$ cat src/rtl/core/ipv4_reassembly_context_table_macros.svh
// Assertion macros for the reassembly context table.
`ifndef IPV4_REASSEMBLY_CONTEXT_TABLE_MACROS_SVH
`define IPV4_REASSEMBLY_CONTEXT_TABLE_MACROS_SVH
`ifndef SYNTH
`define IRCT_ASSERT(lbl, clk, rstn, prop) \
  lbl: assert property (@(posedge clk) disable iff (!rstn) prop) else $error("lbl");
`define IRCT_ASSERT_NEVER(lbl, clk, rstn, expr) \
  lbl: assert property (@(posedge clk) disable iff (!rstn) !(expr)) else $error("lbl");
`else
`define IRCT_ASSERT(lbl, clk, rstn, prop)
`define IRCT_ASSERT_NEVER(lbl, clk, rstn, expr)
`endif
`endif

$ cat src/rtl/core/irct_pkg.sv
// Package with types and constants of the reassembly context table.
`timescale 1ns / 1ps
package irct_pkg;
  localparam int unsigned SlotsDef = 8;
  localparam int unsigned MaxDatagramDef = 65535;
  localparam logic [16:0] RxMax = 17'h1FFFF;
  localparam logic [5:0] HdrMin = 6'd20;

  localparam logic [1:0] CfgTimeout = 2'd0;
  localparam logic [1:0] CfgMinFrag = 2'd1;
  localparam logic [1:0] CfgOutLimit = 2'd2;

  localparam logic [2:0] StStored = 3'd0;
  localparam logic [2:0] StComplete = 3'd1;
  localparam logic [2:0] StMalformed = 3'd2;
  localparam logic [2:0] StTooSmall = 3'd3;
  localparam logic [2:0] StFull = 3'd4;
  localparam logic [2:0] StTooLarge = 3'd5;
  localparam logic [2:0] StOverLimit = 3'd6;

  // One slot record as held in memory; validity lives in flip-flops.
  typedef struct packed {
    logic [31:0] src;
    logic [31:0] dst;
    logic [15:0] ident;
    logic [16:0] rx_bytes;
    logic [16:0] final_len;
    logic        last_seen;
    logic [31:0] created;
  } slot_rec_t;

  typedef enum logic [5:0] {
    StIdle  = 6'b000001,
    StScan  = 6'b000010,
    StCheck = 6'b000100,
    StWrite = 6'b001000,
    StTick  = 6'b010000,
    StDone  = 6'b100000
  } fsm_e;
endpackage

$ cat src/rtl/core/irct_slot_mem.sv
// Slot record memory, one write and one registered read port.
`timescale 1ns / 1ps
module irct_slot_mem import irct_pkg::*; #(
  parameter int unsigned Slots = SlotsDef,
  localparam int unsigned AW = (Slots > 1) ? $clog2(Slots) : 1
) (
  input  logic            clk_i,
  input  logic            we_i,
  input  logic [AW-1:0]   waddr_i,
  input  slot_rec_t       wdata_i,
  input  logic [AW-1:0]   raddr_i,
  output slot_rec_t       rdata_o
);
  slot_rec_t mem_q [Slots];

  always_ff @(posedge clk_i) begin
    if (we_i) begin
      mem_q[waddr_i] <= wdata_i;
    end
    rdata_o <= mem_q[raddr_i];
  end
endmodule

$ cat src/rtl/core/ipv4_reassembly_context_table.sv
// Top level: IPv4 fragment reassembly slot table with sequencer.
// Fragment request: the table is scanned, StCheck checks and writes back the record,
// and StDone raises the strobe through a register, with the result on the outputs.
// Tick request: the table is scanned one record per cycle, then the strobe is raised.
// busy falls in the cycle after the strobe; no new request is taken while busy, and
// the receiver cannot stall. Reset clears valid bits and seconds, sets default config.
`timescale 1ns / 1ps
`include "ipv4_reassembly_context_table_macros.svh"
module ipv4_reassembly_context_table import irct_pkg::*; #(
  parameter int unsigned Slots = SlotsDef,
  parameter int unsigned MaxDatagram = MaxDatagramDef
) (
  input  logic        clk_i,
  input  logic        rst_ni,
  input  logic        start,
  output logic        busy,
  output logic        done_o,
  input  logic        cfg_we_i,
  input  logic [1:0]  cfg_idx_i,
  input  logic [15:0] cfg_data_i,
  input  logic        action_i,
  input  logic [31:0] src_addr_i,
  input  logic [31:0] dst_addr_i,
  input  logic [15:0] ident_i,
  input  logic [12:0] offset_units_i,
  input  logic        more_fragments_i,
  input  logic [5:0]  header_len_i,
  input  logic [15:0] total_length_i,
  input  logic [15:0] captured_length_i,
  output logic [2:0]  status_o,
  output logic [2:0]  slot_o,
  output logic        new_entry_o,
  output logic [16:0] write_offset_o,
  output logic [15:0] copy_length_o,
  output logic [16:0] datagram_length_o,
  output logic [7:0]  expired_mask_o
);
  localparam int unsigned AW = (Slots > 1) ? $clog2(Slots) : 1;
  localparam int unsigned CW = $clog2(Slots + 1);
  localparam logic [CW-1:0] LastIdx = CW'(Slots - 1);

  logic [7:0]  tmo_q;
  logic [10:0] minf_q;
  logic [15:0] olim_q;
  logic [31:0] now_q, now_d;
  logic [Slots-1:0] valid_q, valid_d;
  fsm_e state_q, state_d;

  logic        act_q, mf_q;
  logic [31:0] src_q, dst_q;
  logic [15:0] id_q;
  logic [15:0] tl_q, cap_q;
  logic [12:0] off_q;
  logic [5:0]  hl_q;

  logic [CW-1:0] ridx_q, ridx_d;  // read address
  logic [CW-1:0] cidx_q, cidx_d;  // index of record now on rdata
  logic          rd_vld_q, rd_vld_d;
  logic          hit_q, hit_d;
  logic [AW-1:0] hit_idx_q, hit_idx_d;
  slot_rec_t     hit_rec_q, hit_rec_d;
  logic [7:0]    mask_q, mask_d;

  logic [2:0]  st_q, st_d;
  logic [2:0]  so_q, so_d;
  logic        ne_q, ne_d;
  logic [16:0] wo_q, wo_d, dl_q, dl_d;
  logic [15:0] cl_q, cl_d;
  logic        done_q, done_d;

  logic          we;
  logic [AW-1:0] waddr;
  slot_rec_t     wdata, rdata;

  irct_slot_mem #(.Slots(Slots)) u_mem (
    .clk_i   (clk_i),
    .we_i    (we),
    .waddr_i (waddr),
    .wdata_i (wdata),
    .raddr_i (ridx_q[AW-1:0]),
    .rdata_o (rdata)
  );

  // Lowest free slot.
  logic          free_any;
  logic [AW-1:0] free_idx;
  always_comb begin
    free_any = 1'b0;
    free_idx = '0;
    for (int i = Slots - 1; i >= 0; i--) begin
      if (!valid_q[i]) begin
        free_any = 1'b1;
        free_idx = AW'(i);
      end
    end
  end

  logic [15:0] payload;
  logic [16:0] off_b, end_b;
  logic        malformed;
  assign payload   = tl_q - {10'd0, hl_q};
  assign off_b     = {1'b0, off_q, 3'd0};
  assign end_b     = off_b + {1'b0, payload};
  assign malformed = (cap_q < 16'(HdrMin)) || (hl_q < HdrMin) ||
                     (tl_q < {10'd0, hl_q}) || (cap_q < tl_q);

  slot_rec_t   cur;
  logic [17:0] rx_sum;
  logic [16:0] rx_new, fl_new, total;
  logic        ls_new;
  always_comb begin
    cur = hit_rec_q;
    if (!hit_q) begin
      cur.src = src_q;
      cur.dst = dst_q;
      cur.ident = id_q;
      cur.rx_bytes = '0;
      cur.final_len = '0;
      cur.last_seen = 1'b0;
      cur.created = now_q;
    end
    rx_sum = {1'b0, cur.rx_bytes} + {2'd0, payload};
    rx_new = rx_sum[17] ? RxMax : rx_sum[16:0];
    fl_new = mf_q ? cur.final_len : end_b;
    ls_new = cur.last_seen | ~mf_q;
    total  = {11'd0, hl_q} + fl_new;
  end

  logic [AW-1:0] use_idx;
  assign use_idx = hit_q ? hit_idx_q : free_idx;

  always_comb begin
    state_d   = state_q;
    now_d     = now_q;
    valid_d   = valid_q;
    ridx_d    = ridx_q;
    cidx_d    = cidx_q;
    rd_vld_d  = 1'b0;
    hit_d     = hit_q;
    hit_idx_d = hit_idx_q;
    hit_rec_d = hit_rec_q;
    mask_d    = mask_q;
    st_d = st_q; so_d = so_q; ne_d = ne_q; wo_d = wo_q; cl_d = cl_q; dl_d = dl_q;
    done_d    = 1'b0;
    we        = 1'b0;
    waddr     = use_idx;
    wdata     = cur;
    case (state_q)
      StIdle: begin
        if (start) begin
          ridx_d = '0;
          hit_d  = 1'b0;
          mask_d = '0;
          if (action_i) begin
            now_d   = now_q + 32'd1;
            state_d = StTick;
          end else begin
            state_d = StScan;
          end
        end
      end
      StScan, StTick: begin
        if (ridx_q <= LastIdx) begin
          cidx_d   = ridx_q;
          rd_vld_d = 1'b1;
          ridx_d   = ridx_q + CW'(1);
        end
        if (rd_vld_q) begin
          if (state_q == StScan) begin
            if (!hit_q && valid_q[cidx_q[AW-1:0]] && rdata.src == src_q &&
                rdata.dst == dst_q && rdata.ident == id_q) begin
              hit_d     = 1'b1;
              hit_idx_d = cidx_q[AW-1:0];
              hit_rec_d = rdata;
            end
          end else if (valid_q[cidx_q[AW-1:0]] &&
                       (now_q - rdata.created) >= {24'd0, tmo_q}) begin
            valid_d[cidx_q[AW-1:0]] = 1'b0;
            mask_d[cidx_q[AW-1:0]]  = 1'b1;
          end
          if (cidx_q == LastIdx) begin
            state_d = (state_q == StScan) ? StCheck : StDone;
          end
        end
        if (state_q == StTick && state_d == StDone) begin
          st_d = StStored; so_d = '0; ne_d = 1'b0; wo_d = '0; cl_d = '0; dl_d = '0;
        end
      end
      StCheck: begin
        state_d = StDone;
        so_d = '0; ne_d = 1'b0; wo_d = '0; cl_d = '0; dl_d = '0;
        if (malformed) begin
          st_d = StMalformed;
        end else if (mf_q && tl_q < {5'd0, minf_q}) begin
          st_d = StTooSmall;
        end else if (!hit_q && !free_any) begin
          st_d = StFull;
        end else begin
          so_d = 3'(use_idx);
          if (end_b > 17'(MaxDatagram)) begin
            st_d = StTooLarge;
            valid_d[use_idx] = 1'b0;
          end else begin
            wdata.rx_bytes  = rx_new;
            wdata.final_len = fl_new;
            wdata.last_seen = ls_new;
            we = 1'b1;
            if (ls_new && rx_new >= fl_new) begin
              valid_d[use_idx] = 1'b0;
              if (total > {1'b0, olim_q}) begin
                st_d = StOverLimit;
              end else begin
                st_d = StComplete; ne_d = ~hit_q; wo_d = {11'd0, hl_q} + off_b;
                cl_d = payload; dl_d = total;
              end
            end else begin
              valid_d[use_idx] = 1'b1;
              st_d = StStored; ne_d = ~hit_q; wo_d = {11'd0, hl_q} + off_b;
              cl_d = payload;
            end
          end
        end
      end
      StDone: begin
        done_d  = 1'b1;
        state_d = StWrite;
      end
      StWrite: begin
        state_d = StIdle;
      end
      default: state_d = StIdle;
    endcase
  end

  always_ff @(posedge clk_i or negedge rst_ni) begin
    if (!rst_ni) begin
      state_q  <= StIdle;
      tmo_q    <= 8'd30;
      minf_q   <= 11'd68;
      olim_q   <= 16'hFFFF;
      now_q    <= '0;
      valid_q  <= '0;
      rd_vld_q <= 1'b0;
      done_q   <= 1'b0;
      ridx_q   <= '0;
      cidx_q   <= '0;
      hit_q    <= 1'b0;
    end else begin
      state_q  <= state_d;
      now_q    <= now_d;
      valid_q  <= valid_d;
      rd_vld_q <= rd_vld_d;
      done_q   <= done_d;
      ridx_q   <= ridx_d;
      cidx_q   <= cidx_d;
      hit_q    <= hit_d;
      if (cfg_we_i) begin
        case (cfg_idx_i)
          CfgTimeout:  tmo_q  <= cfg_data_i[7:0];
          CfgMinFrag:  minf_q <= cfg_data_i[10:0];
          CfgOutLimit: olim_q <= cfg_data_i;
          default: ;
        endcase
      end
    end
  end

  always_ff @(posedge clk_i) begin
    if (state_q == StIdle && start) begin
      act_q <= action_i; src_q <= src_addr_i; dst_q <= dst_addr_i; id_q <= ident_i;
      off_q <= offset_units_i; mf_q <= more_fragments_i; hl_q <= header_len_i;
      tl_q <= total_length_i; cap_q <= captured_length_i;
    end
    hit_idx_q <= hit_idx_d;
    hit_rec_q <= hit_rec_d;
    mask_q    <= mask_d;
    st_q <= st_d; so_q <= so_d; ne_q <= ne_d; wo_q <= wo_d; cl_q <= cl_d; dl_q <= dl_d;
  end

  assign busy              = (state_q != StIdle);
  assign done_o            = done_q;
  assign status_o          = st_q;
  assign slot_o            = so_q;
  assign new_entry_o       = ne_q;
  assign write_offset_o    = wo_q;
  assign copy_length_o     = cl_q;
  assign datagram_length_o = dl_q;
  assign expired_mask_o    = act_q ? mask_q : 8'd0;

  `IRCT_ASSERT(a_done_one, clk_i, rst_ni, done_q |=> !done_q)
  `IRCT_ASSERT(a_done_busy, clk_i, rst_ni, done_q |-> busy)
  `IRCT_ASSERT(a_tick_mask, clk_i, rst_ni, (done_q && !act_q) |-> (expired_mask_o == 8'd0))
  `IRCT_ASSERT_NEVER(a_done_idle, clk_i, rst_ni, done_q && (state_q == StIdle))
endmodule
$ cat config.mk
export PLATFORM = sky130hd
export DESIGN_NAME = ipv4_reassembly_context_table
export DESIGN_NICKNAME = d
export VERILOG_FILES = /design/src/rtl/core/irct_pkg.sv /design/src/rtl/core/irct_slot_mem.sv /design/src/rtl/core/ipv4_reassembly_context_table.sv
export VERILOG_INCLUDE_DIRS = /design/src /design/src/rtl/core
export SDC_FILE = /design/constraint.sdc
export NUM_CORES = 2
export LEC_CHECK = 0
export BUFFER_PORTS_ARGS = -buffer_cell sky130_fd_sc_hd__buf_2
export CORE_ASPECT_RATIO = 1.1
export CORE_UTILIZATION = 35
export DETAILED_ROUTE_END_ITERATION = 8
export SYNTH_ARGS = -nofsm -noshare
export SYNTH_HDL_FRONTEND = slang
export SYNTH_SLANG_ARGS = --single-unit
export TNS_END_PERCENT = 100
$ cat constraint.sdc
create_clock -name clk_i -period 22.4 [get_ports clk_i]
set_input_delay 3.36 -clock clk_i [delete_from_list [all_inputs] [get_ports clk_i]]
set_output_delay 3.36 -clock clk_i [all_outputs]
set_load 0.01 [all_outputs]
# After elaboration in Yosys (flattened, before gate mapping)
# Memories as Yosys holds them, arrays and structs flattened. A register that Yosys moved wholly into a read port is not among the register bits.
# Cells that the tools add are included.
# word_totals
latchBits	0
n_memories	1
output_inout_bits	67
ff_bits	440
ram_bits	1176
mem_bits_ro	0
elab_cells	237
inputBits	155
# memory_table
name	depth	width	read_ports	rd_ports_with_merged_regs	wr	line	text
u_mem.mem_q	8	147	1	1	1	irct_slot_mem.sv:14	slot_rec_t mem_q [Slots];
# classes
bitwise_logic	9
n_lt_le_gt_ge	14
reduce_logical	32
n_addsub	8
n_div	0
mul	0
shifts	0
eq_ne	24
muxes	114
# ops
op	n
$mux 17	15
$mux 35	5
$mux 147	1
$mux 16	7
$mux 8	13
$pmux 17 s2	2
$eq 32x32->1	2
$mux 3	19
$add 32x1->32 const B	1
$ge 32x8->1	1
$mux 1	32
$pmux 16 s2	1
$pmux 8 s2	2
$sub 32x32->32	1
$mux 6	5
$pmux 6 s4	1
$ne 2x2->1 const B	11
$add 17x16->18	1
$add 16x16->17	1
$add 6x16->17	1
$add 6x17->17	1
$ge 17x17->1	1
$gt 17x16->1	1
$gt 17x16->1 const B	1
43 further kinds	75

# Longest topological paths before layout
# depth
word_depth	21
mapped_depth	31
mapped_depth_nobuf	30

# By module
# A second synthesis with hierarchy kept.
# hier_totals
hier_cells	4007
hier_area_um2	72096.6
# by_module_without_submodules
module	instances	area_per_inst_um2	cells_per_inst
irct_slot_mem	1	47644.4	1859
ipv4_reassembly_context_table	1	24452.2	2148

# Worst setup path before layout
# No wires, ideal clock.
# synth_path
path_kind	register to register
from	register hit_q
to	register hit_idx_q[0] (enable)
arrival_time_ns	15.685
path_slack_ns	5.684
t_required_ns	21.369
synth_period_minus_slack_ns	16.716
path_buffers	4
stages_incl_launch_ff	8
setup_time_ns	1.031
cell_sequence	dfrtp_1 > clkbuf_1 > clkbuf_1 > clkbuf_1 > clkbuf_1 > a2111oi_0 > nand4_1 > nor4_1
# synth_via
elab_chain_cells	6
# synth_lines
element	line	text
start: declaration	ipv4_reassembly_context_table.sv:59	logic hit_q, hit_d;
start signal: assignment	ipv4_reassembly_context_table.sv:256	hit_q <= hit_d;
$logic_not 1->1	ipv4_reassembly_context_table.sv:170	if (!hit_q && valid_q[cidx_q[AW-1:0]] && rdata.src == src_q &&
$logic_and 1x1->1 (3 in a row)	ipv4_reassembly_context_table.sv:170	
$logic_and 1x1->1	ipv4_reassembly_context_table.sv:171	rdata.dst == dst_q && rdata.ident == id_q) begin
$reduce_and 4->1 (no line)	-	
end signal: assignment	ipv4_reassembly_context_table.sv:274	hit_idx_q <= hit_idx_d;
end: declaration	ipv4_reassembly_context_table.sv:60	logic [AW-1:0] hit_idx_q, hit_idx_d;
# No other way between the ends.
# A chain may end at the register's enable or synchronous reset.

# Worst setup path after layout
# layout_path
from	register hl_q[1]
to	memory u_mem.mem_q[7][123] (netlist name) (enable)
# layout_via
elab_chain_cells	10
word_cells_on_any_way	15
# layout_lines
element	line	text
start: declaration	ipv4_reassembly_context_table.sv:54	logic [5:0] hl_q;
start signal: assignment	ipv4_reassembly_context_table.sv:271	off_q <= offset_units_i; mf_q <= more_fragments_i; hl_q <= header_len_i;
$sub 16x6->16	ipv4_reassembly_context_table.sv:101	assign payload = tl_q - {10'd0, hl_q};
$add 16x16->17	ipv4_reassembly_context_table.sv:103	assign end_b = off_b + {1'b0, payload};
$gt 17x16->1	ipv4_reassembly_context_table.sv:200	if (end_b > 17'(MaxDatagram)) begin
$mux 1	ipv4_reassembly_context_table.sv:200	
$mux 1	ipv4_reassembly_context_table.sv:196	end else if (!hit_q && !free_any) begin
$mux 1	ipv4_reassembly_context_table.sv:194	end else if (mf_q && tl_q < {5'd0, minf_q}) begin
$mux 1 (*)	ipv4_reassembly_context_table.sv:192	if (malformed) begin
$mux 1 (*)	ipv4_reassembly_context_table.sv:148	case (state_q)
$mux 1 (*)	irct_slot_mem.sv:17	if (we_i) begin
$mux 1 (not written as such) (*)	irct_slot_mem.sv:18	mem_q[waddr_i] <= wdata_i;
end: declaration	irct_slot_mem.sv:14	
# Every way passes the cells marked *; elsewhere a longest branch is shown, timed or not.

==> impl_results.md <==
- Status: completed
- CTS tree: built
- DIE AREA: around 210000 sq um
- Synthesized area: 71700 sq um
- Core Area: ~200000 sq um
- CTS buffer count: 177
- Starting density of the core: 35.3%
- CP endpoint kind: register
- Clock Latency Late Sink: approximately 0.84 ns
- Vias in the first global route: between 30k and 40k
- CTS root buffer: clkbuf_16
- Total GRT Usage: between 10% and 20%
- Final setup vio count: 0
- Synth area leaders: edfxtp_1, mux4_2, mux2_2
- Initial antenna violation count: 21
- CTS resizes: 0
- Number of synthesized flops with an enable pin: 1524
- Reg-to-reg endpoint: u_mem.mem_q[7][123]
- Via density: between 5 and 6
- FF+latch count, synth: 1763
- Synth unique cells: 92
- Ys Warns: 0
- Clk sinks: ~1.8k
- Die span in y: 477 um
- Slew margin rel.: 18.4%
- Wirelength, routed: about 170000 um
- GR Overflow Total: 0
- Final setup TNS: 0 ns
- CP Launch Type: register
- Nets@finish: about 4.6k
- Vias: approximately 37k
- Avg Cell Area, Syn: approximately 18 sq um
- Largest net degree at the start of global routing: 119
- Initial DRC count: a little under 3k
- Final hold vios: 0
- # rows: around 170
- RSZ-0062 raised after global routing: false
- Largest area contributor in the netlist: edfxtp_1
- Worst Hold Path EP: hit_rec_q[64]
- Most used DFF post-synth: edfxtp_1
- Data arrival, critical path: about 9.2 ns
- Min Tclk post-route: just under 9 ns
- Reg-to-reg startpoint: hl_q[1]
- GR Layer Usage met1: ~22%
- H-tree depth: 4
- Post-CTS setup buffers: 0
- Worst R2R Path Depth: 23
- Maximum vdd drop: 0.0000753 V
- Cells after synthesis: between 4k and 5k
- Fillers: between 15k and 20k
- R2r setup slk: between 10 and 15 ns
- Fmax: between 100 and 150 MHz
- Min Hold Slack: around 0.36 ns
- Fin. max-slew vios: 0
- Worst-path maximum fanout: 52
- Pre-antenna DRT Iters: 7
- IO Pins: ~220
- Async S/R FF share, synth: 5.22%
- Final worst-path cycle share: just under 40%
- Post-placement setup slack: about 14 ns
- Buffer depth of the longest clock path: 3
- Worst Path Class, Setup: reg -> reg
- Max Cap Viol: 0
- Startpoint of the worst hold path: u_mem.rdata_o[64]
- Post-route ant nets: 0
- Register area share after synthesis: between 70% and 80%
- Met2 GRT Util: between 20% and 30%
- Hold Buf Count CTS: 0
- Top-count cell post-synth: edfxtp_1
- Final WS setup: between 10 and 15 ns
- Final GP Congestion: 0.866
- HPWL reported at the end of detailed placement: 101000 um
- Global-route wire length before repair: roughly 250000 um
- Final Util: between 40% and 50%
- Die W: ~430 um
- DRC: 0
- Leakage power: 26.6 nW
- Cell area power density: 108 nW/um^2
- Met3 usage: about 3.0%
- Hold Path Depth: 0
- CP required: 22.83 ns
- GR peak layer: met2
- Clock skew: roughly 0.089 ns
- Area delta synth->final: 14.9%
- Share of post-route cells with drive strength above 1: 26.7%
- HP Class: reg -> reg
- WL/cell: around 23 um
- Synth top cells by count: edfxtp_1, mux4_2, mux2_2
- Slew @ Worst Pin: about 1.2 ns
- Post-synth top area share: a little under two thirds
- Post-Syn Nets: 4347
- Count of input and output buffers: about 220
- CTS clk-pin slew, worst paths: around 0.06 ns
## worst max-delay path, stage by stage (launching register included)
cell and delay (ns):
edfxtp_1 0.45, inv_1 0.15, ha_1 0.24, a21o_1 0.18, a21o_1 0.20, a21oi_1 0.17
o21bai_1 0.12, a211o_1 0.33, or3_1 0.40, nor3_1 0.20, xnor2_1 0.27, ha_1 0.39
a21o_1 0.23, or3_1 0.32, a41oi_1 0.29, o31ai_1 0.11, a21o_1 0.34, inv_1 0.13
nand4_1 0.61, buf_4 0.49, nor2_4 0.22, buf_4 0.81, buf_4 0.76, buf_4 0.81
## metal layers
metal	routed length [um]	share of wire (%)
met4	3480	2.1
met3	8830	5.3
met1	74800	45
met2	79900	48
met5	174	0.10
## worst max-delay path by stage
stage,start,endpoint,cells past startpoint
after floorplan,hit_q,hit_idx_q[0],7
after global placement,hl_q[1],u_mem.mem_q[7][26],23
after detailed placement,hl_q[1],u_mem.mem_q[7][72],23
after CTS,hl_q[1],u_mem.mem_q[7][72],23
after global routing,hl_q[1],u_mem.mem_q[7][123],23
final,hl_q[1],u_mem.mem_q[7][123],23
## power by group
group	switching, mW	internal [mW]
clock	1.29	1.76
combinational	1.07	0.756
sequential	0.164	3.85
total	2.52	6.37
## per-stage QoR
stage | cells | cell area (sq um) | power (mW)
detailed placement | 6874 | 76200 | 5.92
global placement | 6874 | 76200 | 5.90
finish | 7215 | 82300 | 8.88
global route | 7212 | 82300 | 9.28
CTS | 7209 | 82300 | 8.98
floorplan | 4041 | 71700 | 5.34
## flip-flops by register name, indices dropped and copies added (netlist names), 13 cells and up, named ones only
register and flops:
copy_length_o 16, olim_q 16, write_offset_o 17, id_q 16
hit_rec_q 147, tl_q 16, dst_q 32, src_q 32
u_mem.rdata_o 147, off_q 13, datagram_length_o 17, cap_q 16
u_mem.mem_q 1176, now_q 32
## cells in the final DEF, fill, tap and decap left out, types with 13 or more instances in the layout
cell type,n
edfxtp_1,1524
mux4_2,294
mux2_2,279
buf_2,221
inv_1,187
clkbuf_16,177
nand2_1,161
dfxtp_1,147
ha_1,145
nor2_1,127
xnor2_1,104
o21ai_0,82
dfrtp_1,65
a21oi_1,56
nand3_1,52
buf_4,47
xor2_1,46
a21o_1,40
clkbuf_1,39
nor3_1,34
clkinv_2,34
nor2b_1,32
o22ai_1,32
nand4_1,32
o21a_1,28
and3_1,25
clkbuf_8,23
dfstp_2,23
o2bb2ai_1,22
nor4_1,19
and2_1,19
and4_1,18
bufinv_16,18
a211oi_1,16
clkinv_1,15
nand2b_1,14
or3_1,14
a41oi_1,13
## final cells by class
| type | instances | area, sq um | share of cell area (%) |
|---|---|---|---|
| Multi-Input combinational cell | 1937 | 19400 | 23.6 |
| Sequential cell | 1763 | 51100 | 62.0 |
| Timing Repair Buffer | 274 | 1580 | 1.92 |
| Clock buffer | 239 | 4890 | 5.94 |
| Clock inverter | 96 | 1240 | 1.51 |
| Tap cell | 2712 | 3390 | 4.12 |
| Antenna cell | 5 | 12.5 | 0.0152 |
| Inverter | 189 | 714 | 0.868 |
## logic make-up after synthesis
logic type,after synthesis,share of synthesized area [%]
compound gates,447,4.43
xor+xnor,150,1.83
fa+ha+maj,151,2.70
buf+inv,341,1.80
flops,1763,71.2
mux,582,13.7
other cells,1,0.00523
simple gates,606,4.29
Note: power is estimated with default switching activity, not from simulation.
